<file path="src/hdl/dlpa_pkg.sv">
// ----------------------------------------------------------------------------
// dlpa_pkg
// Types and constants shared by the display list primitive assembler.
// ----------------------------------------------------------------------------
package dlpa_pkg;

   localparam int unsigned BYTE_WIDTH   = 8;
   localparam int unsigned ATTR_WIDTH   = 16;
   localparam int unsigned CORNER_WIDTH = 64;
   localparam int unsigned SLOT_WIDTH   = 2;
   localparam int unsigned CFG_WIDTH    = 3;
   localparam int unsigned KIND_WIDTH   = 2;
   localparam int unsigned COUNT_WIDTH  = 16;

   // primitive opcodes
   localparam logic [BYTE_WIDTH-1:0] OP_NOP   = 8'h00;
   localparam logic [BYTE_WIDTH-1:0] OP_LIST  = 8'h90;
   localparam logic [BYTE_WIDTH-1:0] OP_STRIP = 8'h98;
   localparam logic [BYTE_WIDTH-1:0] OP_FAN   = 8'hA0;

   // source primitive kinds on the result
   localparam logic [KIND_WIDTH-1:0] KIND_LIST  = 2'd0;
   localparam logic [KIND_WIDTH-1:0] KIND_STRIP = 2'd1;
   localparam logic [KIND_WIDTH-1:0] KIND_FAN   = 2'd2;

   // one display list byte
   typedef struct packed {
      logic [BYTE_WIDTH-1:0] data_byte;
      logic                  list_end;
   } item_type;

   // one assembled triangle
   typedef struct packed {
      logic [CORNER_WIDTH-1:0] corner_third;
      logic [CORNER_WIDTH-1:0] corner_second;
      logic [CORNER_WIDTH-1:0] corner_first;
      logic [KIND_WIDTH-1:0]   prim_kind;
   } tri_type;

endpackage

</file>
<file path="src/hdl/dlpa_in_stage.sv">
// ----------------------------------------------------------------------------
// dlpa_in_stage
// Input register with a skid entry, so that req_tready comes from a flop.
// ----------------------------------------------------------------------------
module dlpa_in_stage (
   input  logic              clock,
   input  logic              reset,
   input  logic              req_tvalid,
   output logic              req_tready,
   input  logic [7:0]        req_tdata,   // [7:0] data_byte
   input  logic              req_tlast,   // list_end
   output logic              item_valid,
   output dlpa_pkg::item_type item,
   input  logic              item_take
);

   logic               main_valid_ff, main_valid_in;
   logic               skid_valid_ff, skid_valid_in;
   dlpa_pkg::item_type main_ff, main_in;
   dlpa_pkg::item_type skid_ff, skid_in;
   dlpa_pkg::item_type word;
   logic               accept;

   assign word.data_byte = req_tdata;
   assign word.list_end  = req_tlast;
   assign req_tready     = ~skid_valid_ff;
   assign accept         = req_tvalid & req_tready;
   assign item_valid     = main_valid_ff;
   assign item           = main_ff;

   // refill the main register from the skid entry or the port
   always_comb begin
      main_valid_in = main_valid_ff;
      skid_valid_in = skid_valid_ff;
      main_in       = main_ff;
      skid_in       = skid_ff;
      if (item_take) begin
         if (skid_valid_ff) begin
            main_in       = skid_ff;
            skid_valid_in = 1'b0;
         end else begin
            main_in       = word;
            main_valid_in = accept;
         end
      end else if (accept) begin
         if (main_valid_ff) begin
            skid_in       = word;
            skid_valid_in = 1'b1;
         end else begin
            main_in       = word;
            main_valid_in = 1'b1;
         end
      end
   end

   always_ff @(posedge clock) begin
      if (reset) begin
         main_valid_ff <= 1'b0;
         skid_valid_ff <= 1'b0;
      end else begin
         main_valid_ff <= main_valid_in;
         skid_valid_ff <= skid_valid_in;
      end
      main_ff <= main_in;
      skid_ff <= skid_in;
   end

endmodule

</file>
<file path="src/hdl/dlpa_parse.sv">
// ----------------------------------------------------------------------------
// dlpa_parse
// Display list parser state and triangle assembly, one byte per step.
// ----------------------------------------------------------------------------
module dlpa_parse #(
   parameter int unsigned MAX_ATTRS = 4
) (
   input  logic                             clock,
   input  logic                             reset,
   input  logic                             step,
   input  dlpa_pkg::item_type               item,
   input  logic [dlpa_pkg::CFG_WIDTH-1:0]   attr_count,
   output logic                             emit,
   output dlpa_pkg::tri_type                result
);

   localparam int unsigned VW = dlpa_pkg::ATTR_WIDTH * MAX_ATTRS;

   typedef enum logic [2:0] {
      PH_OPCODE   = 3'd0,
      PH_COUNT_HI = 3'd1,
      PH_COUNT_LO = 3'd2,
      PH_ATTR_HI  = 3'd3,
      PH_ATTR_LO  = 3'd4
   } phase_type;

   phase_type                            phase_ff, phase_in;
   logic [dlpa_pkg::BYTE_WIDTH-1:0]      opcode_ff, opcode_in;
   logic [dlpa_pkg::BYTE_WIDTH-1:0]      high_ff, high_in;
   logic [dlpa_pkg::COUNT_WIDTH-1:0]     left_ff, left_in;
   logic [1:0]                           pos_ff, pos_in;      // vertex position, stops at 2
   logic [1:0]                           mod3_ff, mod3_in;    // vertex position mod 3
   logic                                 odd_ff, odd_in;      // vertex position is odd
   logic [dlpa_pkg::SLOT_WIDTH-1:0]      slot_ff, slot_in;
   logic [VW-1:0]                        build_ff, build_in;
   logic [VW-1:0]                        prev_ff, prev_in;
   logic [VW-1:0]                        prev2_ff, prev2_in;
   logic [VW-1:0]                        pivot_ff, pivot_in;

   logic [dlpa_pkg::CFG_WIDTH-1:0]       eff_attrs;
   logic [dlpa_pkg::ATTR_WIDTH-1:0]      pair;
   logic [dlpa_pkg::COUNT_WIDTH-1:0]     count;
   logic [VW-1:0]                        merged;
   logic [dlpa_pkg::CFG_WIDTH-1:0]       slot_next;

   assign pair      = {high_ff, item.data_byte};
   assign count     = pair;
   assign slot_next = dlpa_pkg::CFG_WIDTH'(slot_ff) + dlpa_pkg::CFG_WIDTH'(1);

   // clamp the attribute count into 1..MAX_ATTRS
   always_comb begin
      priority if (attr_count == '0) begin
         eff_attrs = dlpa_pkg::CFG_WIDTH'(1);
      end else if (attr_count > dlpa_pkg::CFG_WIDTH'(MAX_ATTRS)) begin
         eff_attrs = dlpa_pkg::CFG_WIDTH'(MAX_ATTRS);
      end else begin
         eff_attrs = attr_count;
      end
   end

   // drop the new index into its lane of the vertex word
   always_comb begin
      for (int k = 0; k < MAX_ATTRS; k++) begin
         merged[k*dlpa_pkg::ATTR_WIDTH +: dlpa_pkg::ATTR_WIDTH] =
            (slot_ff == dlpa_pkg::SLOT_WIDTH'(k)) ? pair
            : build_ff[k*dlpa_pkg::ATTR_WIDTH +: dlpa_pkg::ATTR_WIDTH];
      end
   end

   // next parser state and triangle for this byte
   always_comb begin
      phase_in  = phase_ff;
      opcode_in = opcode_ff;
      high_in   = high_ff;
      left_in   = left_ff;
      pos_in    = pos_ff;
      mod3_in   = mod3_ff;
      odd_in    = odd_ff;
      slot_in   = slot_ff;
      build_in  = build_ff;
      prev_in   = prev_ff;
      prev2_in  = prev2_ff;
      pivot_in  = pivot_ff;
      emit      = 1'b0;
      result    = '0;
      unique case (phase_ff)
         PH_COUNT_HI: begin
            high_in  = item.data_byte;
            phase_in = PH_COUNT_LO;
         end
         PH_COUNT_LO: begin
            left_in  = count;
            pos_in   = '0;
            mod3_in  = '0;
            odd_in   = 1'b0;
            slot_in  = '0;
            build_in = '0;
            phase_in = (count == '0) ? PH_OPCODE : PH_ATTR_HI;
         end
         PH_ATTR_HI: begin
            high_in  = item.data_byte;
            phase_in = PH_ATTR_LO;
         end
         PH_ATTR_LO: begin
            if (slot_next >= eff_attrs) begin
               // vertex complete: emit by primitive kind, then shift history
               result.corner_third = dlpa_pkg::CORNER_WIDTH'(merged);
               unique case (opcode_ff)
                  dlpa_pkg::OP_LIST: begin
                     emit                 = (mod3_ff == 2'd2);
                     result.corner_first  = dlpa_pkg::CORNER_WIDTH'(prev2_ff);
                     result.corner_second = dlpa_pkg::CORNER_WIDTH'(prev_ff);
                     result.prim_kind     = dlpa_pkg::KIND_LIST;
                  end
                  dlpa_pkg::OP_STRIP: begin
                     emit = (pos_ff == 2'd2);
                     if (odd_ff) begin
                        result.corner_first  = dlpa_pkg::CORNER_WIDTH'(prev_ff);
                        result.corner_second = dlpa_pkg::CORNER_WIDTH'(prev2_ff);
                     end else begin
                        result.corner_first  = dlpa_pkg::CORNER_WIDTH'(prev2_ff);
                        result.corner_second = dlpa_pkg::CORNER_WIDTH'(prev_ff);
                     end
                     result.prim_kind = dlpa_pkg::KIND_STRIP;
                  end
                  dlpa_pkg::OP_FAN: begin
                     emit                 = (pos_ff == 2'd2);
                     result.corner_first  = dlpa_pkg::CORNER_WIDTH'(pivot_ff);
                     result.corner_second = dlpa_pkg::CORNER_WIDTH'(prev_ff);
                     result.prim_kind     = dlpa_pkg::KIND_FAN;
                  end
                  default: begin
                     emit = 1'b0;
                  end
               endcase
               if (pos_ff == 2'd0) begin
                  pivot_in = merged;
               end
               prev2_in = prev_ff;
               prev_in  = merged;
               pos_in   = (pos_ff == 2'd2) ? 2'd2 : pos_ff + 2'd1;
               mod3_in  = (mod3_ff == 2'd2) ? 2'd0 : mod3_ff + 2'd1;
               odd_in   = ~odd_ff;
               left_in  = left_ff - dlpa_pkg::COUNT_WIDTH'(1);
               slot_in  = '0;
               build_in = '0;
               phase_in = (left_ff == dlpa_pkg::COUNT_WIDTH'(1)) ? PH_OPCODE : PH_ATTR_HI;
            end else begin
               slot_in  = dlpa_pkg::SLOT_WIDTH'(slot_next);
               build_in = merged;
               phase_in = PH_ATTR_HI;
            end
         end
         default: begin
            if (item.data_byte != dlpa_pkg::OP_NOP) begin
               opcode_in = item.data_byte;
               phase_in  = PH_COUNT_HI;
            end else begin
               phase_in  = PH_OPCODE;
            end
         end
      endcase
      // end of list: return the parser to its idle state
      if (item.list_end) begin
         phase_in  = PH_OPCODE;
         opcode_in = '0;
         high_in   = '0;
         left_in   = '0;
         pos_in    = '0;
         mod3_in   = '0;
         odd_in    = 1'b0;
         slot_in   = '0;
         build_in  = '0;
         prev_in   = '0;
         prev2_in  = '0;
         pivot_in  = '0;
      end
   end

   always_ff @(posedge clock) begin
      if (reset) begin
         phase_ff  <= PH_OPCODE;
         opcode_ff <= '0;
         high_ff   <= '0;
         left_ff   <= '0;
         pos_ff    <= '0;
         mod3_ff   <= '0;
         odd_ff    <= 1'b0;
         slot_ff   <= '0;
         build_ff  <= '0;
         prev_ff   <= '0;
         prev2_ff  <= '0;
         pivot_ff  <= '0;
      end else if (step) begin
         phase_ff  <= phase_in;
         opcode_ff <= opcode_in;
         high_ff   <= high_in;
         left_ff   <= left_in;
         pos_ff    <= pos_in;
         mod3_ff   <= mod3_in;
         odd_ff    <= odd_in;
         slot_ff   <= slot_in;
         build_ff  <= build_in;
         prev_ff   <= prev_in;
         prev2_ff  <= prev2_in;
         pivot_ff  <= pivot_in;
      end
   end

endmodule

</file>
<file path="src/hdl/dlpa_out_stage.sv">
// ----------------------------------------------------------------------------
// dlpa_out_stage
// Result register for one triangle, drained by the rsp stream.
// ----------------------------------------------------------------------------
module dlpa_out_stage (
   input  logic               clock,
   input  logic               reset,
   input  logic               step,
   input  logic               emit,
   input  dlpa_pkg::tri_type  result,
   output logic               core_ready,
   output logic               rsp_tvalid,
   input  logic               rsp_tready,
   output logic [191:0]       rsp_tdata,  // [63:0] corner_first, [127:64] corner_second,
                                          // [191:128] corner_third
   output logic [1:0]         rsp_tuser   // prim_kind
);

   logic              valid_ff, valid_in;
   dlpa_pkg::tri_type tri_ff;

   // the core may step when the register is empty or is being drained
   assign core_ready = ~valid_ff | rsp_tready;
   assign valid_in   = core_ready ? (step & emit) : valid_ff;

   assign rsp_tvalid = valid_ff;
   assign rsp_tdata  = {tri_ff.corner_third, tri_ff.corner_second, tri_ff.corner_first};
   assign rsp_tuser  = tri_ff.prim_kind;

   always_ff @(posedge clock) begin
      if (reset) begin
         valid_ff <= 1'b0;
      end else begin
         valid_ff <= valid_in;
      end
      if (core_ready & step & emit) begin
         tri_ff <= result;
      end
   end

endmodule

</file>
<file path="src/hdl/display_list_primitive_assembler.sv">
// ----------------------------------------------------------------------------
// display_list_primitive_assembler
// Turns a byte stream of display list commands into triangles.
// ----------------------------------------------------------------------------
// Usage:
//   req_*  : one display list byte per word; req_tlast marks the last byte of
//            a list, after which the parser returns to its idle state.
//   rsp_*  : one triangle per word, three 64-bit corners in rsp_tdata and the
//            source primitive kind (list, strip, fan) in rsp_tuser.
//   csr_*  : attribute indices per vertex; write only while no list is open.
// Throughput is one byte per cycle while no triangle stalls in the result
// register: the parser does a single state update per byte between the input
// register and the result register, from which each triangle goes out on rsp.
// req_tready comes from a flop. The parser halts while a triangle waits in
// the result register with rsp_tready low; the input register and a skid
// entry then take at most two more bytes before req_tready falls.
// A stalled result holds its word until taken.
// Reset (synchronous) empties the input, skid and result registers, returns
// the parser to the opcode phase and sets the attribute count to one.
// ----------------------------------------------------------------------------
module display_list_primitive_assembler #(
   parameter int unsigned MAX_ATTRS = 4
) (
   input  logic         clock,
   input  logic         reset,
   input  logic         req_tvalid,
   output logic         req_tready,
   input  logic [7:0]   req_tdata,   // [7:0] data_byte
   input  logic         req_tlast,   // list_end
   output logic         rsp_tvalid,
   input  logic         rsp_tready,
   output logic [191:0] rsp_tdata,   // [63:0] corner_first, [127:64] corner_second,
                                     // [191:128] corner_third
   output logic [1:0]   rsp_tuser,   // prim_kind
   input  logic         csr_valid,
   output logic         csr_ready,
   input  logic [2:0]   csr_data     // attr_count
);

   logic                            item_valid;
   dlpa_pkg::item_type              item;
   logic                            core_ready;
   logic                            step;
   logic                            emit;
   dlpa_pkg::tri_type               result;
   logic [dlpa_pkg::CFG_WIDTH-1:0]  attr_count_ff;

   assign csr_ready = 1'b1;
   assign step      = item_valid & core_ready;

   // hold the attribute count register
   always_ff @(posedge clock) begin
      if (reset) begin
         attr_count_ff <= dlpa_pkg::CFG_WIDTH'(1);
      end else if (csr_valid & csr_ready) begin
         attr_count_ff <= csr_data;
      end
   end

   dlpa_in_stage u_in_stage (
      .clock      (clock),
      .reset      (reset),
      .req_tvalid (req_tvalid),
      .req_tready (req_tready),
      .req_tdata  (req_tdata),
      .req_tlast  (req_tlast),
      .item_valid (item_valid),
      .item       (item),
      .item_take  (step)
   );

   dlpa_parse #(
      .MAX_ATTRS (MAX_ATTRS)
   ) u_parse (
      .clock      (clock),
      .reset      (reset),
      .step       (step),
      .item       (item),
      .attr_count (attr_count_ff),
      .emit       (emit),
      .result     (result)
   );

   dlpa_out_stage u_out_stage (
      .clock      (clock),
      .reset      (reset),
      .step       (step),
      .emit       (emit),
      .result     (result),
      .core_ready (core_ready),
      .rsp_tvalid (rsp_tvalid),
      .rsp_tready (rsp_tready),
      .rsp_tdata  (rsp_tdata),
      .rsp_tuser  (rsp_tuser)
   );

endmodule

</file>
<file path="config.mk">
export PLATFORM = sky130hd
export DESIGN_NAME = display_list_primitive_assembler
export DESIGN_NICKNAME = d
export VERILOG_FILES = /design/src/hdl/dlpa_pkg.sv /design/src/hdl/dlpa_in_stage.sv /design/src/hdl/dlpa_parse.sv /design/src/hdl/dlpa_out_stage.sv /design/src/hdl/display_list_primitive_assembler.sv
export SDC_FILE = /design/constraint.sdc
export NUM_CORES = 1
export LEC_CHECK = 0
export BUFFER_PORTS_ARGS = -buffer_cell sky130_fd_sc_hd__buf_2
export CAP_MARGIN = 20
export CORE_MARGIN = 2
export CORE_UTILIZATION = 45
export DETAILED_ROUTE_END_ITERATION = 6
export PLACE_DENSITY = 0.64
export SYNTH_ARGS = -nofsm -noshare
export SYNTH_HDL_FRONTEND = slang
export SYNTH_SLANG_ARGS = --single-unit
export TNS_END_PERCENT = 10
</file>
<file path="constraint.sdc">
create_clock -name clock -period 15.2 [get_ports clock]
set_input_delay 3.8 -clock clock [delete_from_list [all_inputs] [get_ports clock]]
set_output_delay 3.8 -clock clock [all_outputs]
set_load 0.01 [all_outputs]
</file>
==> results.ini <==
[setup_path]
r2r_setup_slack_ns=11.15
r2r-end=u_out_stage.rsp_tdata[26]$_SDFFCE_PN0P_
startpoint_type=input pin
crit_path_end_kind=register
crit_required_ns=15.72
timing.rr.start=u_parse.slot_ff[0]$_SDFFE_PP0P_
critPathKind=in -> reg
rr_worst_depth=10
cp_data_arrival_time_ns=6.50
cp_max_fo=74

[final_layout]
fin_nets=1781
area_growth_pct=15.42
num_antenna_cells=0
mostFrequentLayoutCells=dfxtp_1 (304), nor2_1 (223), buf_2 (214)
layout_commonest_cell=dfxtp_1
layout-drive-gt1-share=0.1947

[sta]
max_slew_margin=0.2921
finalHoldViolCount=0
timing.final.crit_share=0.3939
setup_viol=0
rsz0062_at_grt=false
period_minus_slack_ns=5.987
tightest_slew_ns=1.062
finalSetupTns_ns=0
worst_slack_ns=9.213
whs_ns=0.4676
fin_skew_ns=0.009950
max_freq_mhz=167.0
slew_viol_final=0

[hold_path]
hold_start=u_parse.pivot_ff[50]$_SDFFE_PP0P_
min_path_type=reg -> reg
whs_path_depth=1
min_to=u_parse.pivot_ff[50]$_SDFFE_PP0P_

[synth]
synthSimpleGateAreaFrac=0.07968
synth_top_area_share=0.3212
synth_edf_count=212
synth-main-ff-cell=dfxtp_1
syn_avg_cell_area_um2=12.25
synth_top_family_by_area=compound AO/OA/AOI/OAI gates
synth_compound_area_frac=0.2053
synth_cell_types=57
synth_fa_ha_area_frac=0.006945
synthArstFlopShare=0
synth-seq-cells=516
synth.net_count=1646
synth-xor-area-share=0.0008839
syn_area_um2=19820
ys_warn_count=0
yosysSeqAreaShare=0.6283
synthCells=1618
synth_area_leader_cell=edfxtp_1
synthMuxAreaShare=0.04211
ys_top_cells_by_area=edfxtp_1 (32%), dfxtp_1 (31%), a22o_1 (6.1%)

[clocking]
cts_root_buf=clkbuf_16
clk_latency_ns=0.59
clockBufferDepth=3
cts.reportedPaths.clkPinSlew_ns=0.07
hold_buffers=0
cts_num_sinks=516
cts_buffers=53
post_cts_resized=0
cts_tree=built
post_cts_buffers=0
cts.htree.levels=2

[run_status]
violations=DRC
outcome=finished with violations

[global_route]
overflow=0
grt_use_total=0.2323
grt_max_degree=85
antenna_found_initial=0
grt_pass1_vias=13590
grt_pass1_wl_um=81750

[power_and_ir_drop]
p_sw_uw=598.8
cellInternalPower_uw=2171
p_seq_frac=0.523
leakagePower_uw=0.008450
powerDensity_nw_per_um2=121.1
p_total_uw=2769
p_sw_frac=0.2162
ir_drop_v=0.00009013
clkPwrFrac=0.452
pwr-share-comb=0.025

[floorplan]
initial_core_util=0.4580
die-height_um=213.9
core_area_um2=43270
rows=76
ios=214
fp.dieW_um=213.9
dieArea_um2=45730

[detailed_routing]
vias_per_cell=5.988
drtIter0Drc=1583
drtAntennaViolNets=0
drc=7
dr.pass1.iters=7
totalWireLength_um=53260
avgRoutedWirePerCell_um=22.35
num_vias=14270

[placed_design]
place_ws_ns=8.675
io_buffers=212
hpwl_um=32560
place.gp.congestion=0.8586

[job]
maxCapViolCount=0

registers in the layout, indices dropped and copies added (netlist names), 9 cells and up:
register / cells
u_in_stage.item: 9
u_in_stage.skid_ff: 9
u_out_stage.rsp_tdata: 192
u_parse.build_ff: 64
u_parse.left_ff: 16
u_parse.pivot_ff: 64
u_parse.prev2_ff: 64
u_parse.prev_ff: 64
through the flow:
step	instance area, µm²	utilization	cells
final	22870	0.5287	2383
after global routing	22870	0.5287	2383
after CTS	22850	0.5282	2382
after detailed placement	21170	0.4892	2282
after global placement	21160	0.4890	2280
after floorplan	19820	-	1618
worst max path at each step:
stage | start | to | slack (ns) | cells past startpoint
global placement | reset | u_parse.pivot_ff[47]$_SDFFE_PP0P_ | 8.72 | 8
CTS | reset | u_parse.pivot_ff[16]$_SDFFE_PP0P_ | 9.29 | 8
finish | reset | u_parse.pivot_ff[62]$_SDFFE_PP0P_ | 9.21 | 8
floorplan | rsp_tready | u_out_stage.rsp_tdata[0]$_SDFFCE_PN0P_ | 2.18 | 3
global route | reset | u_parse.pivot_ff[16]$_SDFFE_PP0P_ | 9.03 | 8
detailed placement | reset | u_parse.pivot_ff[47]$_SDFFE_PP0P_ | 8.68 | 8
kinds of logic after synthesis:
logic type | Yosys count
AO/OA/AOI/OAI | 486
adder cells (fa/ha/maj) | 11
multiplexers | 82
XOR/XNOR | 2
buffers and inverters | 170
other | 1
AND/OR/NAND/NOR | 350
flip-flops | 516
layer usage:
layer / vias to the layer above / part of all wire / wire (µm) / track usage
met5: - / 0 / 0 / 0
met4: 0 / 0.029 / 1541 / 0.07495
met3: 107 / 0.073 / 3902 / 0.04335
met2: 613 / 0.46 / 24530 / 0.3556
met1: 7028 / 0.44 / 23290 / 0.3335
li1: 6522 / - / - / -
power groups by stage:
stage	registers, µW	clock network (µW)	logic (µW)
final	1450	1250	69.4
after CTS	1450	1270	68.7
after detailed placement	1480	0	68.6
after global placement	1480	0	67.5
after floorplan	1470	0	53.9
after global routing	1450	1330	75.3
synthesized netlist by cell type (4+ instances only):
library cell / count
ha_1: 11
mux2i_1: 71
o2bb2ai_1: 131
or3_1: 6
nor2_1: 226
buf_1: 31
nor4_1: 10
nor2b_1: 20
dfxtp_1: 304
buf_2: 48
mux2_2: 11
o21ai_0: 14
a22o_1: 137
nand4_1: 6
nand3b_1: 5
nand3_1: 9
inv_1: 17
nor3_1: 15
and2_1: 5
clkbuf_1: 65
a21oi_1: 30
buf_4: 6
a21oi_2: 5
a22oi_1: 74
o211ai_1: 8
edfxtp_1: 212
a222oi_1: 63
o22ai_1: 4
nand2_1: 26
cell type report:
class,count,area [µm²]
Fill cell,3778,20390
Sequential cell,516,12450
Multi-Input combinational cell,932,6714
Clock buffer,74,1521
Timing Repair Buffer,233,1226
Tap cell,585,732.0
Clock inverter,26,163.9
Inverter,17,63.81
worst max-delay path, stage by stage:
cell and delay [ns]:
buf_2 0.41, nor3_1 0.30, nand4_1 0.26, nor2_4 0.13, buf_4 0.74, nand2_2 0.07
buf_4 0.35, o2bb2ai_1 0.27
No activity file was read; power rests on OpenSTA's default activity.
